<file path="src/sv/psp_pkg.sv">
// shared types and constants for the pcm sample player
`default_nettype none
package psp_pkg;
   typedef enum logic [1:0] {
      CMD_TICK  = 2'd0,
      CMD_WRITE = 2'd1,
      CMD_READ  = 2'd2,
      CMD_LOAD  = 2'd3
   } cmd_type;

   localparam logic [1:0] CSR_STEP_UNIT  = 2'd0;
   localparam logic [1:0] CSR_ROM_LENGTH = 2'd1;
   localparam logic [1:0] CSR_BANK_SHIFT = 2'd2;
   localparam logic [1:0] CSR_BANK_MASK  = 2'd3;

   localparam logic [10:0] OFS_LVOL  = 11'h002;
   localparam logic [10:0] OFS_RVOL  = 11'h003;
   localparam logic [10:0] OFS_ADRL  = 11'h004;
   localparam logic [10:0] OFS_ADRH  = 11'h005;
   localparam logic [10:0] OFS_ENDP  = 11'h006;
   localparam logic [10:0] OFS_DELTA = 11'h007;
   localparam logic [10:0] OFS_LOOPL = 11'h084;
   localparam logic [10:0] OFS_LOOPH = 11'h085;
   localparam logic [10:0] OFS_FLAGS = 11'h086;
   localparam logic [10:0] REG_ADDR_MASK = 11'h7ff;
   localparam logic [7:0]  SAMPLE_BIAS = 8'h80;

   // datapath operations issued by the controller
   typedef enum logic [4:0] {
      OP_NONE   = 5'd0,
      OP_RDREG  = 5'd1,   // read register at address, slot registered for the capture
      OP_WRREG  = 5'd2,
      OP_LOAD   = 5'd3,
      OP_CAPRD  = 5'd4,   // capture register read data into result and right volume
      OP_CAP    = 5'd5,   // capture register data into channel slot
      OP_EVAL   = 5'd6,   // end page check, issue store read
      OP_MIX1   = 5'd7,   // sample minus bias, step product
      OP_MIX2   = 5'd8,   // sample times left and right volume, address step
      OP_ACC    = 5'd9,
      OP_WBFL   = 5'd10,
      OP_WBAL   = 5'd11,
      OP_WBAH   = 5'd12,
      OP_CLRACC = 5'd13
   } op_type;

   typedef struct packed {
      op_type      op;
      logic [10:0] addr;
      logic [2:0]  slot;
      logic [3:0]  chan;
   } cmd_bus_type;

   typedef struct packed {
      logic stopped;        // register file sweep still running
      logic chan_stopped;   // stopped bit of the captured channel flags
   } stat_bus_type;
endpackage
`default_nettype wire

</file>
<file path="src/sv/psp_control.sv">
// sequencer that steps commands and channels through the datapath
`default_nettype none
module psp_control #(
   parameter int CHANNELS = 16
) (
   input  wire logic                  clock,
   input  wire logic                  reset,
   input  wire logic                  req_valid,
   output      logic                  req_ready,
   input  wire logic [1:0]            req_cmd,
   input  wire logic [10:0]           req_reg_addr,
   output      logic                  rsp_valid,
   input  wire logic                  rsp_ready,
   output      logic                  rsp_is_read,
   output      logic                  rsp_is_tick,
   output      psp_pkg::cmd_bus_type  ctl,
   input  wire psp_pkg::stat_bus_type stat
);
   import psp_pkg::*;
   typedef enum logic [5:0] {
      ST_IDLE  = 6'b000001,
      ST_FLAGS = 6'b000010,
      ST_FETCH = 6'b000100,
      ST_CALC  = 6'b001000,
      ST_BACK  = 6'b010000,
      ST_DONE  = 6'b100000
   } state_type;

   state_type   state_ff, state_in;
   logic [4:0]  chan_ff, chan_in;
   logic [3:0]  step_ff, step_in;
   logic [1:0]  cmd_ff, cmd_in;
   logic        rv_ff, rv_in;
   logic [10:0] base;
   logic        take;

   assign base = {3'd0, chan_ff[3:0], 3'd0};
   assign take = req_valid && req_ready;
   assign req_ready = (state_ff == ST_IDLE) && !stat.stopped && !rv_ff;

   always_comb begin
      state_in = state_ff;
      chan_in  = chan_ff;
      step_in  = step_ff;
      cmd_in   = cmd_ff;
      rv_in    = rv_ff && !rsp_ready;
      ctl      = '{op: OP_NONE, addr: 11'd0, slot: 3'd0, chan: chan_ff[3:0]};
      case (state_ff)
         ST_IDLE: begin
            if (take) begin
               cmd_in = req_cmd;
               chan_in = '0;
               step_in = '0;
               if (req_cmd == CMD_TICK) begin
                  ctl.op = OP_CLRACC;
                  state_in = ST_FLAGS;
               end else begin
                  ctl.op = (req_cmd == CMD_WRITE) ? OP_WRREG
                         : (req_cmd == CMD_LOAD) ? OP_LOAD : OP_RDREG;
                  ctl.addr = req_reg_addr & REG_ADDR_MASK;
                  state_in = (req_cmd == CMD_READ) ? ST_DONE : ST_IDLE;
                  rv_in = (req_cmd != CMD_READ);
               end
            end
         end
         ST_FLAGS: begin
            // read flags, then capture them from the registered read
            if (step_ff == 4'd0) begin
               ctl.op = OP_RDREG; ctl.addr = base + OFS_FLAGS; ctl.slot = 3'd0;
               step_in = 4'd1;
            end else begin
               ctl.op = OP_CAP;
               step_in = '0;
               state_in = ST_FETCH;
            end
         end
         ST_FETCH: begin
            step_in = step_ff + 4'd1;
            if (step_ff == 4'd0 && stat.chan_stopped) begin
               // skip a stopped channel once the flags are in
               step_in = '0;
               chan_in = chan_ff + 5'd1;
               state_in = (chan_ff == 5'(CHANNELS - 1)) ? ST_DONE : ST_FLAGS;
            end else begin
               case (step_ff)
                  4'd0: begin ctl.op = OP_RDREG; ctl.addr = base + OFS_ADRL; ctl.slot = 3'd1; end
                  4'd1: begin ctl.op = OP_CAP; ctl.addr = base + OFS_ADRH; ctl.slot = 3'd2; end
                  4'd2: begin ctl.op = OP_CAP; ctl.addr = base + OFS_ENDP; ctl.slot = 3'd3; end
                  4'd3: begin ctl.op = OP_CAP; ctl.addr = base + OFS_DELTA; ctl.slot = 3'd4; end
                  4'd4: begin ctl.op = OP_CAP; ctl.addr = base + OFS_LOOPL; ctl.slot = 3'd5; end
                  4'd5: begin ctl.op = OP_CAP; ctl.addr = base + OFS_LOOPH; ctl.slot = 3'd6; end
                  4'd6: begin ctl.op = OP_CAP; ctl.addr = base + OFS_LVOL; ctl.slot = 3'd7; end
                  4'd7: begin ctl.op = OP_CAP; ctl.addr = base + OFS_RVOL; ctl.slot = 3'd7; end
                  default: begin
                     ctl.op = OP_CAPRD; ctl.addr = base + OFS_ADRL;
                     step_in = '0;
                     state_in = ST_CALC;
                  end
               endcase
            end
         end
         ST_CALC: begin
            step_in = step_ff + 4'd1;
            case (step_ff)
               4'd0: ctl.op = OP_EVAL;
               4'd1: ctl.op = OP_MIX1;
               4'd2: ctl.op = OP_MIX2;
               default: begin
                  ctl.op = OP_ACC;
                  step_in = '0;
                  state_in = ST_BACK;
               end
            endcase
         end
         ST_BACK: begin
            step_in = step_ff + 4'd1;
            case (step_ff)
               4'd0: begin ctl.op = OP_WBFL; ctl.addr = base + OFS_FLAGS; end
               4'd1: begin ctl.op = OP_WBAL; ctl.addr = base + OFS_ADRL; end
               default: begin
                  ctl.op = OP_WBAH; ctl.addr = base + OFS_ADRH;
                  step_in = '0;
                  chan_in = chan_ff + 5'd1;
                  state_in = (chan_ff == 5'(CHANNELS - 1)) ? ST_DONE : ST_FLAGS;
               end
            endcase
         end
         ST_DONE: begin
            if (cmd_ff == CMD_READ && !rv_ff) ctl.op = OP_CAPRD;
            if (!rv_ff) begin
               rv_in = 1'b1;
               state_in = ST_IDLE;
            end
         end
         default: state_in = ST_IDLE;
      endcase
   end

   always_ff @(posedge clock) begin
      if (reset) begin
         state_ff <= ST_IDLE;
         rv_ff    <= 1'b0;
         chan_ff  <= '0;
         step_ff  <= '0;
         cmd_ff   <= CMD_TICK;
      end else begin
         state_ff <= state_in;
         rv_ff    <= rv_in;
         chan_ff  <= chan_in;
         step_ff  <= step_in;
         cmd_ff   <= cmd_in;
      end
   end

   assign rsp_valid   = rv_ff;
   assign rsp_is_read = (cmd_ff == CMD_READ);
   assign rsp_is_tick = (cmd_ff == CMD_TICK);
endmodule
`default_nettype wire

</file>
<file path="config.mk">
export PLATFORM = sky130hd
export DESIGN_NAME = psp_control
export DESIGN_NICKNAME = d
export VERILOG_FILES = /design/src/sv/psp_pkg.sv /design/src/sv/psp_control.sv
export SDC_FILE = /design/constraint.sdc
export NUM_CORES = 1
export LEC_CHECK = 0
export BUFFER_PORTS_ARGS = -buffer_cell sky130_fd_sc_hd__buf_2
export CORE_ASPECT_RATIO = 1.4
export CORE_MARGIN = 1
export CORE_UTILIZATION = 55
export CTS_CLUSTER_DIAMETER = 50
export DETAILED_ROUTE_END_ITERATION = 6
export PLACE_DENSITY = 0.84
export SYNTH_ARGS = -nofsm -noshare
export SYNTH_HDL_FRONTEND = slang
export SYNTH_SLANG_ARGS = --single-unit
</file>
<file path="constraint.sdc">
create_clock -name clock -period 3.35 [get_ports clock]
set_input_delay 0.1675 -clock clock [delete_from_list [all_inputs] [get_ports clock]]
set_output_delay 0.1675 -clock clock [all_outputs]
set_load 0.03 [all_outputs]
</file>
---- Yosys cells after proc, flatten, opt, wreduce, memory -nomap -nowiden ----
Index checks and enable logic that the tools add are counted.
storage, ports and cells
  bits in registers ....................... 18
  input port bits ......................... 19
  output and inout bits ................... 27
  word-level logic and storage cells ...... 106
operators by class
  add/sub/neg operators ................... 11
  equality and inequality tests ........... 26
  multiplexer cells ....................... 42
  reduce and logical (&&, ||, !) cells .... 22
operators with widths
  kind                   number
  $pmux W14 S8           1
  $mux W6                10
  $pmux W11 S4           1
  $pmux W6 S6            1
  $add A7 B3 Y8 const B  4
  $pmux W5 S6            1
  $pmux W14 S2           1
  $add A7 B8 Y9 const B  3
  $mux W4                6
  $pmux W3 S7            1
  $pmux W4 S5            1
  $mux W19               1
  $add A7 B2 Y8 const B  2
  $eq A4 B3 Y1 const B   4
  $mux W16               1
  $mux W5                3
  $pmux W5 S3            1
  $ne A2 B2 Y1 const B   7
  $mux W12               1
  $pmux W4 S3            1
  $mux W11               1
  $eq A4 B2 Y1 const B   2
  $reduce_or A8 Y1       1
  $eq A2 B2 Y1 const B   3
  other kinds (28)       43

---- Depth between registers and ports, before layout ----
Gate-level depths: netlist of the first run.
  word-level depth ........................ 6
  mapped depth ............................ 8
  mapped depth without buffers ............ 7

---- Worst setup path after synthesis of the first run ----
OpenSTA, ideal clock, no wires.
  kind .................................... register to output
  start point ............................. register state_ff[1]
  end point ............................... output port ctl[19] (netlist name)
  data arrival time ....................... 2.242 ns
  required time ........................... 3.182 ns
  setup slack ............................. 0.940 ns
  cell stages (with the launch flop) ...... 6
  path buffers ............................ 0
  path through ............................ dfxtp_1 nor4_4 nand2_4 nor3_1 nand3_1 o21ai_0
RTL lines
  element                 RTL line            RTL
  start, declared         psp_control.sv:29   state_type state_ff, state_in;
  start signal, assigned  psp_control.sv:147  state_ff <= state_in;
  end, declared           psp_control.sv:16   output psp_pkg::cmd_bus_type ctl,

==> impl_metrics.tcl, run 1 <==
set metrics [dict create \
    layout_min_cycle_time_ns 2.557 \
    num_vias 1573 \
    leakage_uw 0.0008183 \
    cts_tree "yes" \
    dieArea_um2 2981 \
    fin_skew_ns 0.01308 \
    status "finished clean" \
    core_area_um2 2615 \
    cts_resized 0 \
    ys_warn_count 0 \
    async_reset_ff_frac 0 \
    detail_route.wl_per_cell_um 14.03 \
    hold_path_class "primary input to flop" \
    synthDistinctLibCells 52 \
    synth_top_area_cell "dfxtp_1" \
    clk_pin_slew_ns 0.12 \
    drive_gt1_frac 0.2716 \
    numCtsBuffers 3 \
    firstDrtPassIters 4 \
    slowest_delay_ns 0.46 \
    grt_pass1_wl_mm 6.354 \
    drc 0 \
    fin_ws_ns 0.7933 \
    ys_seq_elements 18 \
    drt_iter0_drc 58 \
    io_pins 46 \
    rsz0062_at_grt "false" \
    gr-total-overflow 0 \
    postCtsHoldBufs 0 \
    place_hpwl_mm 2.904 \
    rr_worst_depth 7 \
    viasPerCell 5.869 \
    grt_pass1_vias 1441 \
    critPathKind "flop to output port" \
    rows 22 \
    critPathCapture "ctl[20]" \
    crit_path_top_delay_cell "or4_1" \
    synth.top_cells.by_area "dfxtp_1 (24%), nand2_1 (5.4%), ha_1 (4.9%)" \
    worst_ep_arrival_time_ns 2.39 \
    syn_inst 195 \
    dieHeight_um 64.21 \
    timing.rr.end "chan_ff[2]$_SDFFE_PP0P_" \
    critPathRequiredTime_ns 3.18 \
    nets 258 \
    ant_nets 0 \
    max-cap-violations 0 \
    syn_nets 220 \
    r2r_start "step_ff[0]$_SDFFE_PP0P_" \
    antenna_found_initial 0 \
    synth.avg_cell_area_um2 7.796 \
    clock.fmax_ghz 0.3911 \
    vdd_drop_max_uv 259.7 \
    htreeDepth 1 \
    cp_num_cells 6 \
    max_slew_margin 0.5502 \
    period_share 0.7632 \
    setup_viol 0 \
    worstMarginPinSlew_ns 0.6723 \
    synthFlopType "dfxtp_1" \
    crit_family "simple AND/OR/NAND/NOR gates" \
    finalMaxSlewViolations 0 \
    synth_top_area_frac 0.2370 \
    grt_max_degree 13 \
    grt_use_total 0.2894 \
    numPortBuffers 44 \
    start_kind "flop" \
    cts.sinks 18 \
    ys_seq_area_frac 0.2370 \
    fp.dieW_um 46.44 \
    num_antenna_cells 0 \
    dp_slack_ns 1.059 \
    ctsLongestPathBuffers 2 \
    synthesis.area_um2 1520 \
    path_buf_inv 2 \
    area_growth_syn_to_layout_pct 15.56 \
    hold_ws_ns 0.1347 \
    crit_fanout 10 \
    worstSetupStartpoint "step_ff[0]$_SDFFE_PP0P_" \
    powerDensity_nw_per_um2 310.9 \
    rrSetupSlack_ns 0.97 \
    wirelength_mm 3.759 \
    start_util 0.5813 \
    endpoint_kind "output port" \
    globalplace.congestion 0.9515 \
    synth_edf_count 0 \
    crit_chain "inv_1 -> ha_1 -> or2_2 -> a32o_1 -> or4_1 -> buf_2" \
    hold_violations 0 \
    final_common_cell "buf_2" \
    final.setup.tns_ns 0 \
    mostFrequentLayoutCells "buf_2 (44), nand2_1 (22), dfxtp_1 (18)" \
    post-cts-setup-buffers 0 \
    cts_root_buf "clkbuf_4" \
    clk_latency_ns 0.32 \
]
[registers in the layout (all words and copies together), names as in the netlist]
signal	count
chan_ff	5
cmd_ff	2
rsp_valid	1
state_ff	6
step_ff	4
[through the flow]
step | area [um2] | instances | utilization | power [uW]
final | 1757 | 268 | 0.6718 | 546.2
after global routing | 1757 | 268 | 0.6718 | 573.8
after CTS | 1757 | 268 | 0.6718 | 548.1
after detailed placement | 1720 | 264 | 0.6579 | 404.1
after global placement | 1720 | 264 | 0.6579 | 402.6
after floorplan | 1520 | 195 | - | 366.2
[final cells by class]
class                      instances  area [um2]
multi-input combinational        159        1065
fill                             233       858.3
sequential                        18       360.3
timing repair buffer              45       227.7
tap                               36       45.04
clock buffer                       4       36.28
inverter                           6       22.52
[routing by layer]
metal / GRT usage / up-vias / share of wire
met5: 0 / - / 0
met4: 0.1581 / 0 / 0.031
met3: 0.02260 / 9 / 0.050
met2: 0.4410 / 68 / 0.48
met1: 0.3868 / 707 / 0.43
li1: - / 789 / -
[where the power goes]
part / internal (uW) / switching [uW] / total [uW]
clock network: 66.6 / 79.3 / 146
logic: 61.2 / 104 / 165
registers: 222 / 13.0 / 235
total: 350 / 196 / 546
[cells in the mapped netlist, types with 2 or more instances]
library cell and instances:
or4_1 3, and3_1 2, o21a_1 2, a22oi_1 2
nor3b_1 3, inv_1 6, ha_1 6, dfxtp_1 18
a31oi_1 3, nor2b_1 5, a21oi_1 14, and2b_1 2
o21ai_0 8, buf_4 5, nor4_4 3, nor3_1 5
or2_2 3, o211ai_1 2, nor4_1 2, clkbuf_1 5
and2_1 7, nand3_1 8, nand3b_1 3, a22o_1 4
a21o_1 2, mux2i_1 2, nor2_1 15, nand4_1 5
nand2_1 22, o31ai_1 2, or3_1 4, and3b_1 2
[worst min path at each step]
| stage | from | to | slack, ns | cells after the start |
|---|---|---|---|---|
| after global routing | rsp_ready | rsp_valid$_SDFF_PP0_ | 0.15 | 4 |
| after global placement | cmd_ff[0]$_SDFFE_PP0P_ | cmd_ff[0]$_SDFFE_PP0P_ | 0.46 | 2 |
| after CTS | rsp_ready | rsp_valid$_SDFF_PP0_ | 0.13 | 4 |
| final | rsp_ready | rsp_valid$_SDFF_PP0_ | 0.13 | 4 |
| after detailed placement | rsp_ready | rsp_valid$_SDFF_PP0_ | 0.47 | 4 |
| after floorplan | reset | state_ff[0]$_SDFFE_PP1P_ | 0.30 | 2 |
[cells by family (layout without fill, tap and decap cells)]
family	after synthesis	count (layout)	synth area share
flops	18	18	0.2370
fa+ha+maj	6	6	0.04938
buf+inv	18	55	0.06255
mux	2	2	0.01317
xor+xnor	1	1	0.005762
other cells	1	1	0.002467
simple gates	100	100	0.3983
compound gates	49	49	0.2313
[worst min-delay path: stages]
cell and delay [ns]:
buf_2 0.08, nand2_1 0.04, o21ai_0 0.06, a21oi_1 0.06
(Power assumes the default switching activity.)
==> inputs of run 2 (changes only) <==
- CORE_UTILIZATION: 55 -> 46
- PLACE_DENSITY: 0.84 -> 0.74
- clock period: 3.35 -> 2.35 ns (I/O delays scaled with it)
==> run 2 against run 1 <==
First-iteration DRC count fell by 19%. Register-to-register slack got worse by 0.73 ns. Non-clock buffer count rose by 7. Highest routed layer unchanged. Die area rose by 19%. Largest cell class unchanged. Clock skew fell by 0.0014 ns. Clock power rose by 80%. Clock-buffer cell count did not move.
==> impl_metrics.tcl, run 2 (same netlist as run 1, synthesis figures left out) <==
set metrics [dict create \
    rsz0062_at_grt "false" \
    met3_usage 0.01961 \
    postCtsHoldBufs 0 \
    gr-total-overflow 0 \
    dieArea_um2 3542 \
    clk_pin_slew_ns 0.08 \
    critPathKind "flop to output port" \
    grt_most_used_layer "met2" \
    status "finished clean" \
    grt_use_total 0.2304 \
    max_slew_margin 0.5831 \
    start_util 0.4868 \
    nets 265 \
    viasPerCell 5.878 \
    worstMarginPinSlew_ns 0.6226 \
    mostFrequentLayoutCells "buf_2 (44), nand2_1 (22), dfxtp_1 (16)" \
    globalplace.congestion 0.8693 \
    fin_skew_ns 0.01169 \
    final_common_cell "buf_2" \
    wirelength_mm 4.019 \
    reg_top3 "state_ff x6, chan_ff x5, step_ff x4" \
    ant_nets 0 \
    io_pins 46 \
    clk_latency_ns 0.26 \
    fillers 309 \
    finalMaxSlewViolations 0 \
    multiInputGateArea_um2 1099 \
    fp.dieW_um 50.59 \
    ctsLongestPathBuffers 2 \
    num_antenna_cells 0 \
    vdd_drop_max_uv 495.5 \
    cts_tree "yes" \
    place_hpwl_mm 3.087 \
    rows 24 \
    utilization 0.5982 \
    max-cap-violations 0 \
    clock.fmax_ghz 0.4368 \
    drt_iter0_drc 47 \
    largest_reg_flops 6 \
    met1_usage 0.2968 \
    area_growth_syn_to_layout_pct 22.88 \
    htreeDepth 1 \
    hold_path_class "primary input to flop" \
    core_area_um2 3123 \
    crit_fanout 8 \
    drc 0 \
    grt_pass1_vias 1402 \
    num_vias 1634 \
    dieHeight_um 70.02 \
    start_kind "flop" \
    regArea_um2 362.8 \
    numCtsBuffers 3 \
    leakage_uw 0.0008644 \
    powerDensity_nw_per_um2 456.7 \
    numPortBuffers 44 \
    layout_min_cycle_time_ns 2.289 \
    endpoint_kind "output port" \
    grt_pass1_wl_mm 6.320 \
    drive_gt1_frac 0.3264 \
    cts_root_buf "clkbuf_8" \
    final.setup.tns_ns 0 \
    period_share 0.9742 \
    firstDrtPassIters 4 \
    met2_usage 0.4000 \
    antenna_found_initial 0 \
    critPathRequiredTime_ns 2.23 \
    cts.sinks 18 \
    worst_ep_arrival_time_ns 2.17 \
    grt_max_degree 13 \
    hold_violations 0 \
    largest_register "state_ff" \
    setup_viol 0 \
    detail_route.wl_per_cell_um 14.46 \
]
run 2: cell types whose count changed in the layout (fill, tap and decap cells not counted), moves of 2 or more:
cell / delta
dfxtp_1: -2
clkbuf_8: +3
buf_4: +7
dfxtp_2: +2
clkbuf_4: -3
ha_1: -2
run 2: power by group:
part	switching (uW)	internal, uW
Sequential	19.7	317
Combinational	154	99.9
Clock	114	149
Total	287	566
run 2: worst max-delay path, cell delays in order (launching register included):
cell and delay, ns:
dfxtp_2 0.37, inv_1 0.09, ha_2 0.23, or2_2 0.34
a32o_1 0.22, or4_1 0.47, buf_2 0.19
run 2: worst paths after layout:
path                                start                      end  slack, ns  cells after the start
hold reg to reg    cmd_ff[0]$_SDFFE_PP0P_   cmd_ff[0]$_SDFFE_PP0P_       0.48                      2
hold / removal                  rsp_ready     rsp_valid$_SDFF_PP0_       0.14                      4
setup reg to reg  step_ff[1]$_SDFFE_PP0P_  chan_ff[2]$_SDFFE_PP0P_       0.24                      7
setup / recovery  step_ff[1]$_SDFFE_PP0P_                  ctl[20]       0.06                      6
run 2: cell type report:
class	count	share of cell area
Tap cell	39	0.02612
Multi-Input combinational cell	159	0.5881
Timing Repair Buffer	52	0.1500
Clock buffer	4	0.02947
Inverter	6	0.01206
Sequential cell	18	0.1942
run 2: per-layer routing:
metal | up-vias | routed length [um] | share of wire
li1 | 803 | - | -
met1 | 772 | 1701 | 0.42
met2 | 55 | 2071 | 0.52
met3 | 4 | 211 | 0.053
met4 | 0 | 34 | 0.0085
met5 | - | 0 | 0
run 2: per-stage QoR:
| step | hold slack (ns) | cells | instance area (um2) | total power (uW) | worst slack, ns |
|---|---|---|---|---|---|
| after floorplan | 0.2460 | 195 | 1525 | 523.4 | 0.1487 |
| after global placement | 0.4092 | 269 | 1744 | 577.2 | 0.1903 |
| after detailed placement | 0.4133 | 269 | 1744 | 580.2 | 0.1481 |
| after CTS | 0.1428 | 274 | 1812 | 839.7 | 0.004381 |
| after global routing | 0.1589 | 278 | 1868 | 887.8 | 0.01037 |
| final | 0.1404 | 278 | 1868 | 853.2 | 0.06071 |
run 2: timing repair:
| item | in CTS | in global routing |
|---|---|---|
| pin swaps | 1 | 2 |
| buffers inserted | 1 | 4 |
| cloned | 0 | 0 |
| endpoints found under the setup margin | 2 | 6 |
| gates resized for setup | 2 | 7 |
==> inputs of run 3 (changes only) <==
- RECOVER_POWER: not set -> 50
==> run 3 against run 2 <==
Via count up 0.61%. Sequential cell count unchanged. Wire length shrank 0.75%. Clock power about the same.
==> impl_metrics.tcl, run 3 (same netlist as run 1, synthesis figures left out) <==
set metrics [dict create \
    drt_iter0_drc 40 \
    hold_violations 0 \
    final_common_cell "buf_2" \
    path_buf_inv 2 \
    setup_viol 0 \
    largest_reg_flops 6 \
    fp.dieW_um 50.59 \
    globalplace.congestion 0.8693 \
    slowest_delay_ns 0.47 \
    rows 24 \
    antenna_found_initial 0 \
    drive_gt1_frac 0.2845 \
    p_switching_uw 285.6 \
    area_growth_syn_to_layout_pct 20.99 \
    core_area_um2 3123 \
    gr-total-overflow 0 \
    worst_ep_arrival_time_ns 2.16 \
    cts.sinks 18 \
    vdd_drop_max_uv 496.7 \
    clk_latency_ns 0.26 \
    crit_family "simple AND/OR/NAND/NOR gates" \
    crit_fanout 8 \
    rsz0062_at_grt "false" \
    max-cap-violations 0 \
    viasPerCell 5.914 \
    start_util 0.4868 \
    grt_pass1_wl_mm 6.320 \
    final.setup.tns_ns 0 \
    largest_register "state_ff" \
    comb_power_share 0.294 \
    clock.fmax_ghz 0.4383 \
    worstMarginPinSlew_ns 0.6301 \
    layout_min_cycle_time_ns 2.282 \
    numCtsBuffers 3 \
    cts_tree "yes" \
    start_kind "flop" \
    critPathKind "flop to output port" \
    swShare 0.3374 \
    powerDensity_nw_per_um2 460.2 \
    dieArea_um2 3542 \
    utilization 0.5889 \
    grt_pass1_vias 1402 \
    period_share 0.9709 \
    status "finished clean" \
    grt_use_total 0.2304 \
    cts_root_buf "clkbuf_8" \
    pwr-share-clk 0.308 \
    p_seq_frac 0.397 \
    num_antenna_cells 0 \
    wirelength_mm 3.989 \
    max_slew_margin 0.5792 \
    finalMaxSlewViolations 0 \
    ctsLongestPathBuffers 2 \
    nets 265 \
    crit_path_top_delay_cell "or4_1" \
    drc 0 \
    dieHeight_um 70.02 \
    fin_skew_ns 0.008962 \
    numPortBuffers 44 \
    reg_top3 "state_ff x6, chan_ff x5, step_ff x4" \
    mostFrequentLayoutCells "buf_2 (36), nand2_1 (22), dfxtp_1 (16)" \
    hold_path_class "primary input to flop" \
    detail_route.wl_per_cell_um 14.35 \
    clk_pin_slew_ns 0.08 \
    grt_max_degree 13 \
    critPathRequiredTime_ns 2.23 \
    intPower_uw 560.8 \
    firstDrtPassIters 4 \
    leakage_uw 0.0008282 \
    crit_chain "inv_1 -> ha_2 -> or2_2 -> a32o_1 -> or4_1 -> buf_2" \
    htreeDepth 1 \
    io_pins 46 \
    endpoint_kind "output port" \
    num_vias 1644 \
    place_hpwl_mm 3.087 \
    ant_nets 0 \
]
run 3: cell count changes in the layout (fill, tap and decap cells not counted), sizes merged:
cell	before	now
buf	52	43
clkbuf	4	13
run 3: layout make-up:
class | instances | area [um2]
clock buffers | 4 | 55.05
fillers | 314 | 1284
inverters | 6 | 22.52
multi-input cells | 159 | 1084
flip-flops and latches | 18 | 362.8
well taps | 39 | 48.80
repair buffers | 52 | 266.5
run 3: stage by stage:
stage | hold slack [ns] | total power, uW | worst slack [ns] | cells | instance area [um2]
after global placement | 0.4092 | 577.2 | 0.1903 | 269 | 1744
final | 0.1393 | 846.4 | 0.06847 | 278 | 1839
after global routing | 0.1589 | 882.4 | 0.01037 | 278 | 1839
after CTS | 0.1428 | 839.7 | 0.004381 | 274 | 1812
after floorplan | 0.2460 | 523.4 | 0.1487 | 195 | 1525
after detailed placement | 0.4133 | 580.2 | 0.1481 | 269 | 1744
run 3: power by group through the flow:
| stage | clock (uW) | combinational [uW] | sequential (uW) |
|---|---|---|---|
| 3_5_place_dp | 0 | 237 | 343 |
| 3_3_place_gp | 0 | 235 | 342 |
| 2_1_floorplan | 0 | 182 | 341 |
| 4_1_cts | 262 | 241 | 336 |
| 5_1_grt | 277 | 267 | 338 |
| 6_report | 261 | 249 | 336 |
run 3: final timing paths:
check | startpoint | to | slack (ns) | cells past startpoint
hold / removal | rsp_ready | rsp_valid$_SDFF_PP0_ | 0.14 | 4
setup reg to reg | step_ff[0]$_SDFFE_PP0P_ | state_ff[1]$_SDFFE_PP0P_ | 0.23 | 7
hold reg to reg | cmd_ff[0]$_SDFFE_PP0P_ | cmd_ff[0]$_SDFFE_PP0P_ | 0.48 | 2
setup / recovery | step_ff[1]$_SDFFE_PP0P_ | ctl[20] | 0.07 | 6
run 3: per-layer routing:
layer  routed length [um]  vias to the layer above  global-route usage
met3                  183                        6             0.01961
met2                 2043                       55              0.4000
met5                    0                        -                   0
met1                 1725                      779              0.2968
li1                     -                      804                   -
met4                   36                        0             0.06481
run 3: worst reg2reg max path, cell delays in order, from the launching register on:
cell and delay [ns]:
dfxtp_2 0.35, inv_1 0.10, ha_1 0.30, or3_1 0.38, nand4_1 0.15, o311ai_2 0.24
a2111o_1 0.40, a21oi_1 0.13
run 3: timing repair:
action / CTS / global route
pin swaps: 1 / 2
resized for setup: 2 / 7
hold buffers: 0 / 0
setup buffers: 1 / 4
gates cloned: 0 / 0
endpoints found under the setup margin: 2 / 6
